**config.mk**
```make
export PLATFORM = sky130hd
export DESIGN_NAME = pending_command_ring_log
export DESIGN_NICKNAME = d
export VERILOG_FILES = /design/src/rtl/pcrl_pkg.sv /design/src/rtl/pending_command_ring_log.sv /design/src/rtl/pcrl_ram.sv /design/src/rtl/pcrl_seq.sv
export SDC_FILE = /design/constraint.sdc
export NUM_CORES = 2
export LEC_CHECK = 0
export ABC_AREA = 1
export BUFFER_PORTS_ARGS = -buffer_cell sky130_fd_sc_hd__buf_2
export CAP_MARGIN = 20
export CORE_MARGIN = 2
export CORE_UTILIZATION = 50
export DETAILED_ROUTE_END_ITERATION = 8
export PLACE_DENSITY = 0.65
export SYNTH_ARGS = -nofsm -noshare
export SYNTH_HDL_FRONTEND = slang
export SYNTH_SLANG_ARGS = --single-unit
export TNS_END_PERCENT = 5
```
**constraint.sdc**
```tcl
create_clock -name clk -period 4.5 [get_ports clk]
set_clock_uncertainty 0.05 [all_clocks]
set_input_delay 0.225 -clock clk [delete_from_list [all_inputs] [get_ports clk]]
set_output_delay 0.225 -clock clk [all_outputs]
set_load 0.02 [all_outputs]
```
**src/rtl/pcrl_pkg.sv**
```systemverilog
`default_nettype none
// ----------------------------------------------------------------------------
// pcrl_pkg: shared definitions for the pending command ring log
// Field widths, operation and status codes, and the slot store control word.
// ----------------------------------------------------------------------------
package pcrl_pkg;

	localparam int DEPTH_DEF = 64;
	localparam int ID_W      = 32;
	localparam int ST_W      = 4;
	localparam int SLOT_W    = 6;
	localparam int OP_W      = 2;

	localparam logic [OP_W-1:0] OP_PLAIN_ADD  = 2'd0;
	localparam logic [OP_W-1:0] OP_CMD_ADD    = 2'd1;
	localparam logic [OP_W-1:0] OP_SET_STATUS = 2'd2;
	localparam logic [OP_W-1:0] OP_CLEAR      = 2'd3;

	localparam logic [ST_W-1:0] ST_NONE    = 4'd0;
	localparam logic [ST_W-1:0] ST_PENDING = 4'd1;

	// Strobes from the sequencer to the two slot stores.
	typedef struct packed {
		logic id_we;
		logic st_we;
		logic rd_en;
	} mem_ctl_t;

endpackage
`default_nettype wire

```
**src/rtl/pending_command_ring_log.sv**
```systemverilog
`default_nettype none
// ----------------------------------------------------------------------------
// pending_command_ring_log: ring of command slots with newest-first lookup
// An add or a clear word has its result registered in the cycle after accept.
// A set-status word walks at most the fill count of slots, newest first,
// one slot per cycle through the slot stores' registered read ports and
// one shared comparator. On an empty ring a set-status word is answered
// like an add, without a walk.
// Throughput: one add or clear word per cycle while results are taken.
// Reset clears the write pointer, fill count and handshake state; slot
// contents are not cleared and are only read once written.
// ----------------------------------------------------------------------------
module pending_command_ring_log #(
	parameter int DEPTH = pcrl_pkg::DEPTH_DEF
) (
	input  wire logic                        clk,
	input  wire logic                        arst_n,
	input  wire logic                        in_valid,
	output logic                             in_ready,
	input  wire logic [pcrl_pkg::OP_W-1:0]   opcode,
	input  wire logic [pcrl_pkg::ID_W-1:0]   cmd_id,
	input  wire logic [pcrl_pkg::ST_W-1:0]   new_status,
	output logic                             out_valid,
	input  wire logic                        out_ready,
	output logic                             found,
	output logic [pcrl_pkg::SLOT_W-1:0]      slot
);

	import pcrl_pkg::*;

	localparam int PTR_W = (DEPTH > 1) ? $clog2(DEPTH) : 1;

	mem_ctl_t          mem_ctl;
	logic [PTR_W-1:0]  wr_addr;
	logic [ID_W-1:0]   wr_id;
	logic [ST_W-1:0]   wr_st;
	logic [PTR_W-1:0]  rd_addr;
	logic [ID_W-1:0]   rd_id;
	logic [ST_W-1:0]   rd_st;

	// The sequencer owns the write pointer, the fill count, the output
	// register and the newest-first walk.
	pcrl_seq #(
		.DEPTH(DEPTH)
	) u_seq (
		.clk        (clk),
		.arst_n     (arst_n),
		.in_valid   (in_valid),
		.in_ready   (in_ready),
		.opcode     (opcode),
		.cmd_id     (cmd_id),
		.new_status (new_status),
		.out_valid  (out_valid),
		.out_ready  (out_ready),
		.found      (found),
		.slot       (slot),
		.mem_ctl    (mem_ctl),
		.wr_addr    (wr_addr),
		.wr_id      (wr_id),
		.wr_st      (wr_st),
		.rd_addr    (rd_addr),
		.rd_id      (rd_id),
		.rd_st      (rd_st)
	);

	// Command ids are written only by adds; a status update rewrites just the
	// status store, so the two live in separate memories.
	pcrl_ram #(
		.DEPTH(DEPTH),
		.WIDTH(ID_W)
	) u_id_ram (
		.clk   (clk),
		.we    (mem_ctl.id_we),
		.waddr (wr_addr),
		.wdata (wr_id),
		.re    (mem_ctl.rd_en),
		.raddr (rd_addr),
		.rdata (rd_id)
	);

	pcrl_ram #(
		.DEPTH(DEPTH),
		.WIDTH(ST_W)
	) u_st_ram (
		.clk   (clk),
		.we    (mem_ctl.st_we),
		.waddr (wr_addr),
		.wdata (wr_st),
		.re    (mem_ctl.rd_en),
		.raddr (rd_addr),
		.rdata (rd_st)
	);

endmodule
`default_nettype wire

```
**src/rtl/pcrl_ram.sv**
```systemverilog
`default_nettype none
// ----------------------------------------------------------------------------
// pcrl_ram: slot store
// One write port and one read port; the read data is registered.
// ----------------------------------------------------------------------------
module pcrl_ram #(
	parameter int DEPTH = pcrl_pkg::DEPTH_DEF,
	parameter int WIDTH = pcrl_pkg::ID_W,
	localparam int ADDR_W = (DEPTH > 1) ? $clog2(DEPTH) : 1
) (
	input  wire logic              clk,
	input  wire logic              we,
	input  wire logic [ADDR_W-1:0] waddr,
	input  wire logic [WIDTH-1:0]  wdata,
	input  wire logic              re,
	input  wire logic [ADDR_W-1:0] raddr,
	output logic      [WIDTH-1:0]  rdata
);

	logic [WIDTH-1:0] mem [DEPTH];

	always_ff @(posedge clk) begin
		if (we) begin
			mem[waddr] <= wdata;
		end
	end

	always_ff @(posedge clk) begin
		if (re) begin
			rdata <= mem[raddr];
		end
	end

endmodule
`default_nettype wire

```
**src/rtl/pcrl_seq.sv**
```systemverilog
`default_nettype none
// ----------------------------------------------------------------------------
// pcrl_seq: ring pointer, fill count and newest-first search sequencer
// Handles adds and clear straight from idle and walks the filled slots one per
// cycle through a single shared id/status comparator for a status update.
// ----------------------------------------------------------------------------
module pcrl_seq #(
	parameter int DEPTH = pcrl_pkg::DEPTH_DEF,
	localparam int PTR_W = (DEPTH > 1) ? $clog2(DEPTH) : 1,
	localparam int CNT_W = $clog2(DEPTH + 1)
) (
	input  wire logic                        clk,
	input  wire logic                        arst_n,
	input  wire logic                        in_valid,
	output logic                             in_ready,
	input  wire logic [pcrl_pkg::OP_W-1:0]   opcode,
	input  wire logic [pcrl_pkg::ID_W-1:0]   cmd_id,
	input  wire logic [pcrl_pkg::ST_W-1:0]   new_status,
	output logic                             out_valid,
	input  wire logic                        out_ready,
	output logic                             found,
	output logic [pcrl_pkg::SLOT_W-1:0]      slot,
	output pcrl_pkg::mem_ctl_t               mem_ctl,
	output logic [PTR_W-1:0]                 wr_addr,
	output logic [pcrl_pkg::ID_W-1:0]        wr_id,
	output logic [pcrl_pkg::ST_W-1:0]        wr_st,
	output logic [PTR_W-1:0]                 rd_addr,
	input  wire logic [pcrl_pkg::ID_W-1:0]   rd_id,
	input  wire logic [pcrl_pkg::ST_W-1:0]   rd_st
);

	import pcrl_pkg::*;

	typedef enum logic [1:0] {
		S_IDLE,
		S_SEARCH,
		S_DONE
	} state_t;

	state_t            state_q;
	logic [PTR_W-1:0]  wp_q;
	logic [CNT_W-1:0]  cnt_q;
	logic [PTR_W-1:0]  addr_q;
	logic [CNT_W-1:0]  rem_q;
	logic [ID_W-1:0]   key_q;
	logic [ST_W-1:0]   st_q;
	logic              vld_s1;
	logic              last_s1;
	logic [PTR_W-1:0]  idx_s1;
	logic              res_found_q;
	logic [SLOT_W-1:0] res_slot_q;

	logic accept;
	logic is_add;
	logic hit;
	logic miss_end;
	logic issue;
	logic res_load;

	function automatic logic [PTR_W-1:0] ptr_prev(input logic [PTR_W-1:0] p);
		return (p == '0) ? PTR_W'(DEPTH - 1) : p - PTR_W'(1);
	endfunction

	function automatic logic [PTR_W-1:0] ptr_next(input logic [PTR_W-1:0] p);
		return (p == PTR_W'(DEPTH - 1)) ? '0 : p + PTR_W'(1);
	endfunction

	assign in_ready = (state_q == S_IDLE) && (!out_valid || out_ready);
	assign accept   = in_valid && in_ready;
	assign is_add   = (opcode == OP_PLAIN_ADD) || (opcode == OP_CMD_ADD);

	// The shared comparator looks at the slot read in the previous cycle.
	assign hit      = vld_s1 && (rd_id == key_q) && (rd_st == ST_PENDING);
	assign miss_end = vld_s1 && !hit && last_s1;
	assign issue    = (state_q == S_SEARCH) && (rem_q != '0) && !hit && !miss_end;

	// A new result word is loaded into the output register this cycle.
	assign res_load = (accept && ((opcode != OP_SET_STATUS) || (cnt_q == '0))) ||
		((state_q == S_DONE) && (!out_valid || out_ready));

	assign rd_addr = addr_q;

	always_comb begin
		mem_ctl.id_we = accept && is_add;
		mem_ctl.st_we = (accept && is_add) || ((state_q == S_SEARCH) && hit);
		mem_ctl.rd_en = issue;
		if (state_q == S_SEARCH) begin
			wr_addr = idx_s1;
			wr_st   = st_q;
		end else begin
			wr_addr = wp_q;
			wr_st   = (opcode == OP_CMD_ADD) ? ST_PENDING : ST_NONE;
		end
		wr_id = (opcode == OP_CMD_ADD) ? cmd_id : '0;
	end

	always_ff @(posedge clk or negedge arst_n) begin
		if (!arst_n) begin
			state_q     <= S_IDLE;
			wp_q        <= '0;
			cnt_q       <= '0;
			addr_q      <= '0;
			rem_q       <= '0;
			key_q       <= '0;
			st_q        <= '0;
			vld_s1      <= 1'b0;
			last_s1     <= 1'b0;
			idx_s1      <= '0;
			res_found_q <= 1'b0;
			res_slot_q  <= '0;
			out_valid   <= 1'b0;
			found       <= 1'b0;
			slot        <= '0;
		end else begin
			vld_s1  <= issue;
			idx_s1  <= addr_q;
			last_s1 <= (rem_q == CNT_W'(1));
			if (out_valid && out_ready && !res_load) begin
				out_valid <= 1'b0;
			end
			case (state_q)
				S_IDLE: begin
					if (accept) begin
						case (opcode)
							OP_PLAIN_ADD, OP_CMD_ADD: begin
								wp_q <= ptr_next(wp_q);
								if (cnt_q != CNT_W'(DEPTH)) begin
									cnt_q <= cnt_q + CNT_W'(1);
								end
								out_valid <= 1'b1;
								found     <= 1'b0;
								slot      <= '0;
							end
							OP_SET_STATUS: begin
								if (cnt_q == '0) begin
									out_valid <= 1'b1;
									found     <= 1'b0;
									slot      <= '0;
								end else begin
									key_q   <= cmd_id;
									st_q    <= new_status;
									addr_q  <= ptr_prev(wp_q);
									rem_q   <= cnt_q;
									state_q <= S_SEARCH;
								end
							end
							default: begin
								wp_q      <= '0;
								cnt_q     <= '0;
								out_valid <= 1'b1;
								found     <= 1'b0;
								slot      <= '0;
							end
						endcase
					end
				end
				S_SEARCH: begin
					if (issue) begin
						addr_q <= ptr_prev(addr_q);
						rem_q  <= rem_q - CNT_W'(1);
					end
					if (hit) begin
						res_found_q <= 1'b1;
						res_slot_q  <= SLOT_W'(idx_s1);
						state_q     <= S_DONE;
					end else if (miss_end) begin
						res_found_q <= 1'b0;
						res_slot_q  <= '0;
						state_q     <= S_DONE;
					end
				end
				S_DONE: begin
					if (!out_valid || out_ready) begin
						out_valid <= 1'b1;
						found     <= res_found_q;
						slot      <= res_slot_q;
						state_q   <= S_IDLE;
					end
				end
				default: begin
					state_q <= S_IDLE;
				end
			endcase
		end
	end

endmodule
`default_nettype wire

```
* Word-level counts from Yosys, hierarchy flattened
Memories as Yosys holds them, arrays and structs flattened. A register that Yosys moved wholly into a read port is not among the register bits.
Index checks and enable logic that the tools add are counted.
** Word-level totals
- Register bits :: 87
- Bits in writable memories :: 2304
- Input port bits :: 42
- Output and inout port bits :: 9
- Word-level logic and storage cells :: 134
- Memories :: 2
** Memories
- u_id_ram.mem :: depth 64, width 32, read ports 1, clocked after Yosys merged registers in 1, wr ports 1, line pcrl_ram.sv:20 : logic [WIDTH-1:0] mem [DEPTH];
- u_st_ram.mem :: depth 64, width 4, read ports 1, clocked after Yosys merged registers in 1, wr ports 1, line pcrl_ram.sv:20
** Operators by class
- Add/subtract/negate cells :: 5
- Equality and inequality tests :: 18
- Muxes and demuxes :: 51
- Bitwise logic cells :: 2
- Reduce and logical (&&, ||, !) cells :: 41
** Operators by type and width (number)
- 6-bit two-way mux :: 14
- 6-bit one-hot mux with 2 select lines :: 3
- 7-bit two-way mux :: 5
- 32-bit == test :: 1
- 32-bit two-way mux :: 1
- 7-bit one-hot mux with 2 select lines :: 2
- 1-bit two-way mux :: 16
- 1-bit logical AND :: 15
- 6-bit zero test :: 2
- 2-bit two-way mux :: 6
- 4-bit AND reduction :: 3
- 6-bit by 1-bit subtractor with 6-bit output (second input constant) :: 2
- 5-bit AND reduction :: 2
- 2-bit != test (second input constant) :: 4
- 7-bit by 1-bit adder with 7-bit output (second input constant) :: 1
- 7-bit by 1-bit == test with 1-bit output (second input constant) :: 1
- 7-bit zero test :: 1
- 7-bit != test (second input constant) :: 1
- 7-bit nonzero test :: 1
- 7-bit by 1-bit subtractor with 7-bit output (second input constant) :: 1
- 6-bit by 1-bit adder with 6-bit output (second input constant) :: 1
- 6-bit == test (second input constant) :: 1
- 2-bit by 1-bit != test with 1-bit output (second input constant) :: 3
- 2-bit one-hot mux with 3 select lines :: 1
- other kinds (15) :: 29

* Depth between registers and ports, before layout
- Word-level depth :: 13
- Mapped depth :: 17
- Mapped depth without buffers :: 13

* Cells and area by module
A second synthesis with hierarchy kept.
** Second synthesis, totals
- Cells, all modules :: 8387
- Area, all modules :: 98896.1 um2
** By module, submodules not included
- pcrl_ram (u_id_ram) :: times used 1, cells each 6769, area each 83058.4 um2, sequential area each 62459.9 um2
- pcrl_ram (u_st_ram) :: times used 1, cells each 948, area each 10921.7 um2, sequential area each 7807.5 um2
- pcrl_seq :: times used 1, cells each 670, area each 4916.0 um2, sequential area each 2177.1 um2

* Worst setup path after synthesis
Ideal clock, no wire load.
- Kind :: register to register
- Start :: register u_seq.state_q[0]
- End :: memory u_st_ram.mem[0][0] (netlist name), data pin
- Data arrival time :: 3388 ps
- Setup slack :: 360 ps
- Stages on the path, launching flop included :: 6
- Buffers on the path :: 2
- Clock period less this slack :: 4140 ps
- Cell sequence :: dfrtp_1 -> inv_1 -> nor2_1 -> buf_2 -> clkbuf_1 -> o21ai_0
** On the way
- Word-level cells in the longest chain between the ends :: 2
** RTL lines
- start: declaration :: line pcrl_seq.sv:40 : state_t state_q;
- start signal: assignment :: line pcrl_seq.sv:99 : state_q <= S_IDLE;
- start signal: assignment :: line pcrl_seq.sv:144 : state_q <= S_SEARCH;
- start signal: assignment :: line pcrl_seq.sv:165 : state_q <= S_DONE;
- 2-bit by 1-bit == test with 1-bit output :: line pcrl_seq.sv:87 : if (state_q == S_SEARCH) begin
- 4-bit two-way mux :: line pcrl_seq.sv:87
- named net u_seq.wr_st, one bit :: line pcrl_seq.sv:26 : output logic [pcrl_pkg::ST_W-1:0] wr_st,
- end: declaration :: line pcrl_ram.sv:20
The timed path passes the listed nets, and every way through them passes these cells.

* Final worst setup path
- Start :: register u_seq.state_q[0]
- End :: memory u_id_ram.mem[7][29] (netlist name) (enable)
** On the way
- Word-level cells in the longest chain between the ends :: 6
- Elaborated cells between the ends (all ways) :: 8
- Classes of those cells :: eq/ne: 1; mux: 3; reduce/logical: 4
** RTL lines
- 2-bit zero test :: line pcrl_seq.sv:68 : assign in_ready = (state_q == S_IDLE) && (!out_valid || out_ready);
- 1-bit logical AND :: line pcrl_seq.sv:68
- 1-bit logical AND :: line pcrl_seq.sv:69 : assign accept = in_valid && in_ready;
- 1-bit logical AND :: line pcrl_seq.sv:84 : mem_ctl.id_we = accept && is_add;
- 1-bit two-way mux :: line pcrl_ram.sv:23 : if (we) begin
- 1-bit two-way mux (not written as such) :: line pcrl_ram.sv:24 : mem[waddr] <= wdata;
- end: declaration :: line pcrl_ram.sv:20
Parallel ways exist; a longest one is shown, timed or not.

==> impl_results.md <==
* Worst Hold Class: in2reg
* Top-Level Pins at 51
* Initial Utilization at 50.31%
* Fin area at between 100,000 and 150,000 um^2
* WL/cell at 26.37 um
* Fill count at between 15k and 20k
* Clock-pin slew on the worst setup and hold paths at 0.06 ns
* Synth async-reset ratio at under 10%
* Power density over the cells at 647.7 nW/um^2
* Core region area at between 150,000 and 200,000 um^2
* Cell depth of the worst setup path at 10
* Crit path time final at between 3 and 4 ns
* Cells after synthesis at around 8k
* Post-synthesis sequential area ratio at 73.92%
* Reg2Reg Depth at 10
* Routed vias/inst at 5.987
* First-pass GRT wire length at 416.3 mm
* DR vias at between 60k and 70k
* Ranking of synthesized cells by area: edfxtp_1 72%, nor2_1 6.4%, o21ai_0 6.0%, nand2_1 3.4%, dfrtp_1 2.2%
* Hold Crit Depth at 4
* Synth top cells by count: 2,340 x edfxtp_1, 1,679 x nor2_1, 1,182 x o21ai_0
* Slew Viols, Final at 0
* Placement Cell Area at 102,400 um^2
* Worst path top cell family by delay: simple AND/OR/NAND/NOR gates
* Type of origin of the critical path: register
* Slowest stage delay, CP at 0.68 ns
* Htree depth at 4
* Die area at 199,600 um^2
* EDFF count, synth at 2,340
* Share of cells above drive strength 1 at ~9%
* Final nets at 8,117
* TritonCTS clock tree: yes
* Syn_nets at 8,058
* Cell Area, Synth at roughly 98,000 um^2
* Area Overhead vs Synth at 12.89%
* Rows at about 160
* Cts repair resizes at 0
* CTS Sinks at 2,427
* 1st-iter DRT viols at 9,125
* DRT Pass-1 Iters at 6
* Die height at 446.7 um
* Worst path most repeated cell: nand2_1
* Critical Path AT at just under 4 ns
* Fmax at 0.2862 GHz
* Worst skew pair latency at 0.89 ns
* Chip width at around 450 um
* Crit Path Max Fanout at 32
* Vias in the first global route at 61.27k
* Antenna violations before repair at 14
* Status: finished clean
* Leak at 37.27 nW
* DRT Wirelength at 287.4 mm
* Clock tree buffer depth at 3
* Top cell type's share of synthesized area at 71.70%
* Final GP Congestion at 0.9666
* Library cells used by synthesis at 37
* Antenna Nets Post-Route at 0
* Mapped Avg Cell Area at about 12 um^2
* Critical path, cell by cell: inv_1, nor2_2, nand2_1, nand2_1, inv_1, nor2_1, buf_4, nand2_1, nor2_4, buf_4
* Final Util at 56.80%
* Worst Tran Pin Value at 1.273 ns
* Slowest-stage cell, CP: nor2_1
* Worst VDD drop at about 0.00066 V
* Setup_tns at 0 ns
* Buffers and inverters on the worst path at 4
* Yosys Warn Count at 0
* RSZ-0062 raised after global routing: false
* Num CTS Buffers at 238
* Final hold violation count at 0
* Setup WS pre-CTS at 1.108 ns
* Final setup vio count at 0
* Post-CTS setup buffer count at 0
* Largest area contributor in the netlist: edfxtp_1
* Critical Path RT at ~5.0 ns
* Port buffer count at 50
* Root Driver: clkbuf_16
* Fin crit share at ~78%
* Detail Placement HPWL at 168.8 mm
* Remaining routing DRC violations at 0
* Slew margin rel. at 14.96%
* Global Route Usage Sum at 28.48%
* Grt ovf at 0
* Worst setup margin at around 1 ns
* Max Cap Viol at 0
* FF+latch count, synth at 2,427
* Largest net degree at the start of global routing at between 100 and 150
* Crit path kind: reg2reg
* Cell with the most instances after synthesis: edfxtp_1
* Endpoint class of the critical path: register
* Most common flop cell mapped by yosys: edfxtp_1
cell usage in the layout, fill, tap and decap left out, types with 4 or more instances in the layout:
master,synthesis,layout
edfxtp_1,2340,2340
nor2_1,1679,1574
o21ai_0,1182,1181
nand2_1,881,880
o211ai_1,280,280
nand3_1,257,256
clkbuf_16,0,242
inv_1,221,218
o22ai_1,211,211
buf_4,64,193
a21oi_1,141,141
nor2_4,0,102
o21ai_1,90,90
dfrtp_1,87,81
clkinv_1,5,61
buf_12,0,55
buf_2,118,49
clkinv_2,0,45
dlygate4sd3_1,0,43
clkbuf_1,265,42
bufinv_16,0,25
nand4_1,20,20
clkinvlp_4,0,16
xnor2_1,12,12
diode_2,0,11
a31oi_1,11,11
ha_1,10,10
nand3b_1,9,9
nor3_1,9,9
o221ai_1,8,8
xor2_1,8,8
or2_0,6,6
inv_6,0,6
dfrtp_4,0,4
state kept, by name (all words and copies together) (netlist names), 7 cells and up:
| register | flops |
|---|---|
| u_seq.rem_q | 7 |
| u_id_ram.mem | 2048 |
| u_seq.key_q | 32 |
| u_seq.cnt_q | 7 |
| u_id_ram.rdata | 32 |
| u_st_ram.mem | 256 |
area by class of cell:
cell class,instances,area (um^2),area share [%]
diodes,11,27.53,0.02488
clock buffers,286,6241,5.641
multi-input cells,4828,23010,20.80
inverters,229,880.8,0.7961
well taps,2624,3283,2.967
flip-flops and latches,2427,72460,65.49
repair buffers,341,3241,2.929
clock inverters,153,1494,1.350
power by group:
group | total, mW | internal, mW | leakage (nW) | switching, mW
clock | 19.9 | 11.3 | 3.75 | 8.59
sequential | 26.8 | 26.0 | 22.6 | 0.787
combinational | 25.0 | 6.47 | 10.9 | 18.5
cells by family (layout without fill, tap and decap cells):
| kind of cell | Yosys count | in the layout | synth area share [%] |
|---|---|---|---|
| and+or+nand+nor | 2865 | 2865 | 11.43 |
| DFF | 2427 | 2427 | 73.92 |
| AOI/OAI and AO/OA | 1932 | 1932 | 10.92 |
| buffers and inverters | 751 | 1009 | 3.418 |
| xor gates and xnor gates | 20 | 20 | 0.1787 |
| adders and majority gates | 10 | 10 | 0.1277 |
| muxes | 1 | 1 | 0.01149 |
| other | 0 | 11 | 0 |
worst min-delay path, cell delays in order:
cell           delay (ns)
dlygate4sd3_1        0.52
buf_2                0.10
nor2_1               0.04
a21oi_1              0.10
stage by stage:
step / hold WS (ns) / instances / power (mW)
final: 0.09187 / 10899 / 71.66
after global placement: 0.1586 / 10404 / 51.29
after CTS: 0.02764 / 10888 / 71.37
after floorplan: -0.1206 / 8006 / 41.90
after detailed placement: 0.1597 / 10405 / 51.66
after global routing: 0.06462 / 10889 / 74.61
timing repair:
item,CTS,global route
hold endpoints to repair,286,0
hold buffers,44,0
endpoints found under the setup margin,0,0
final timing paths:
path | startpoint | endpoint | slack (ns)
min in group asynchronous | arst_n | u_seq.key_q[16] | 0.46
min | new_status[3] | u_seq.st_q[3] | 0.09
max in group asynchronous | arst_n | u_seq.rd_addr[1] | 3.41
max | u_seq.state_q[0] | u_id_ram.mem[7][29] | 1.01
max reg2reg | u_seq.state_q[0] | u_id_ram.mem[7][29] | 1.01
min reg2reg | u_seq.res_slot_q[1] | u_seq.res_slot_q[1] | 0.44
routing by layer:
metal,up-vias,track usage (%),part of all wire [%]
li1,28897,-,-
met1,32313,39.99,40
met2,3479,42.96,45
met3,559,5.606,10
met4,2,13.34,5.0
met5,-,0,0.0045
(Power assumes the default switching activity.)
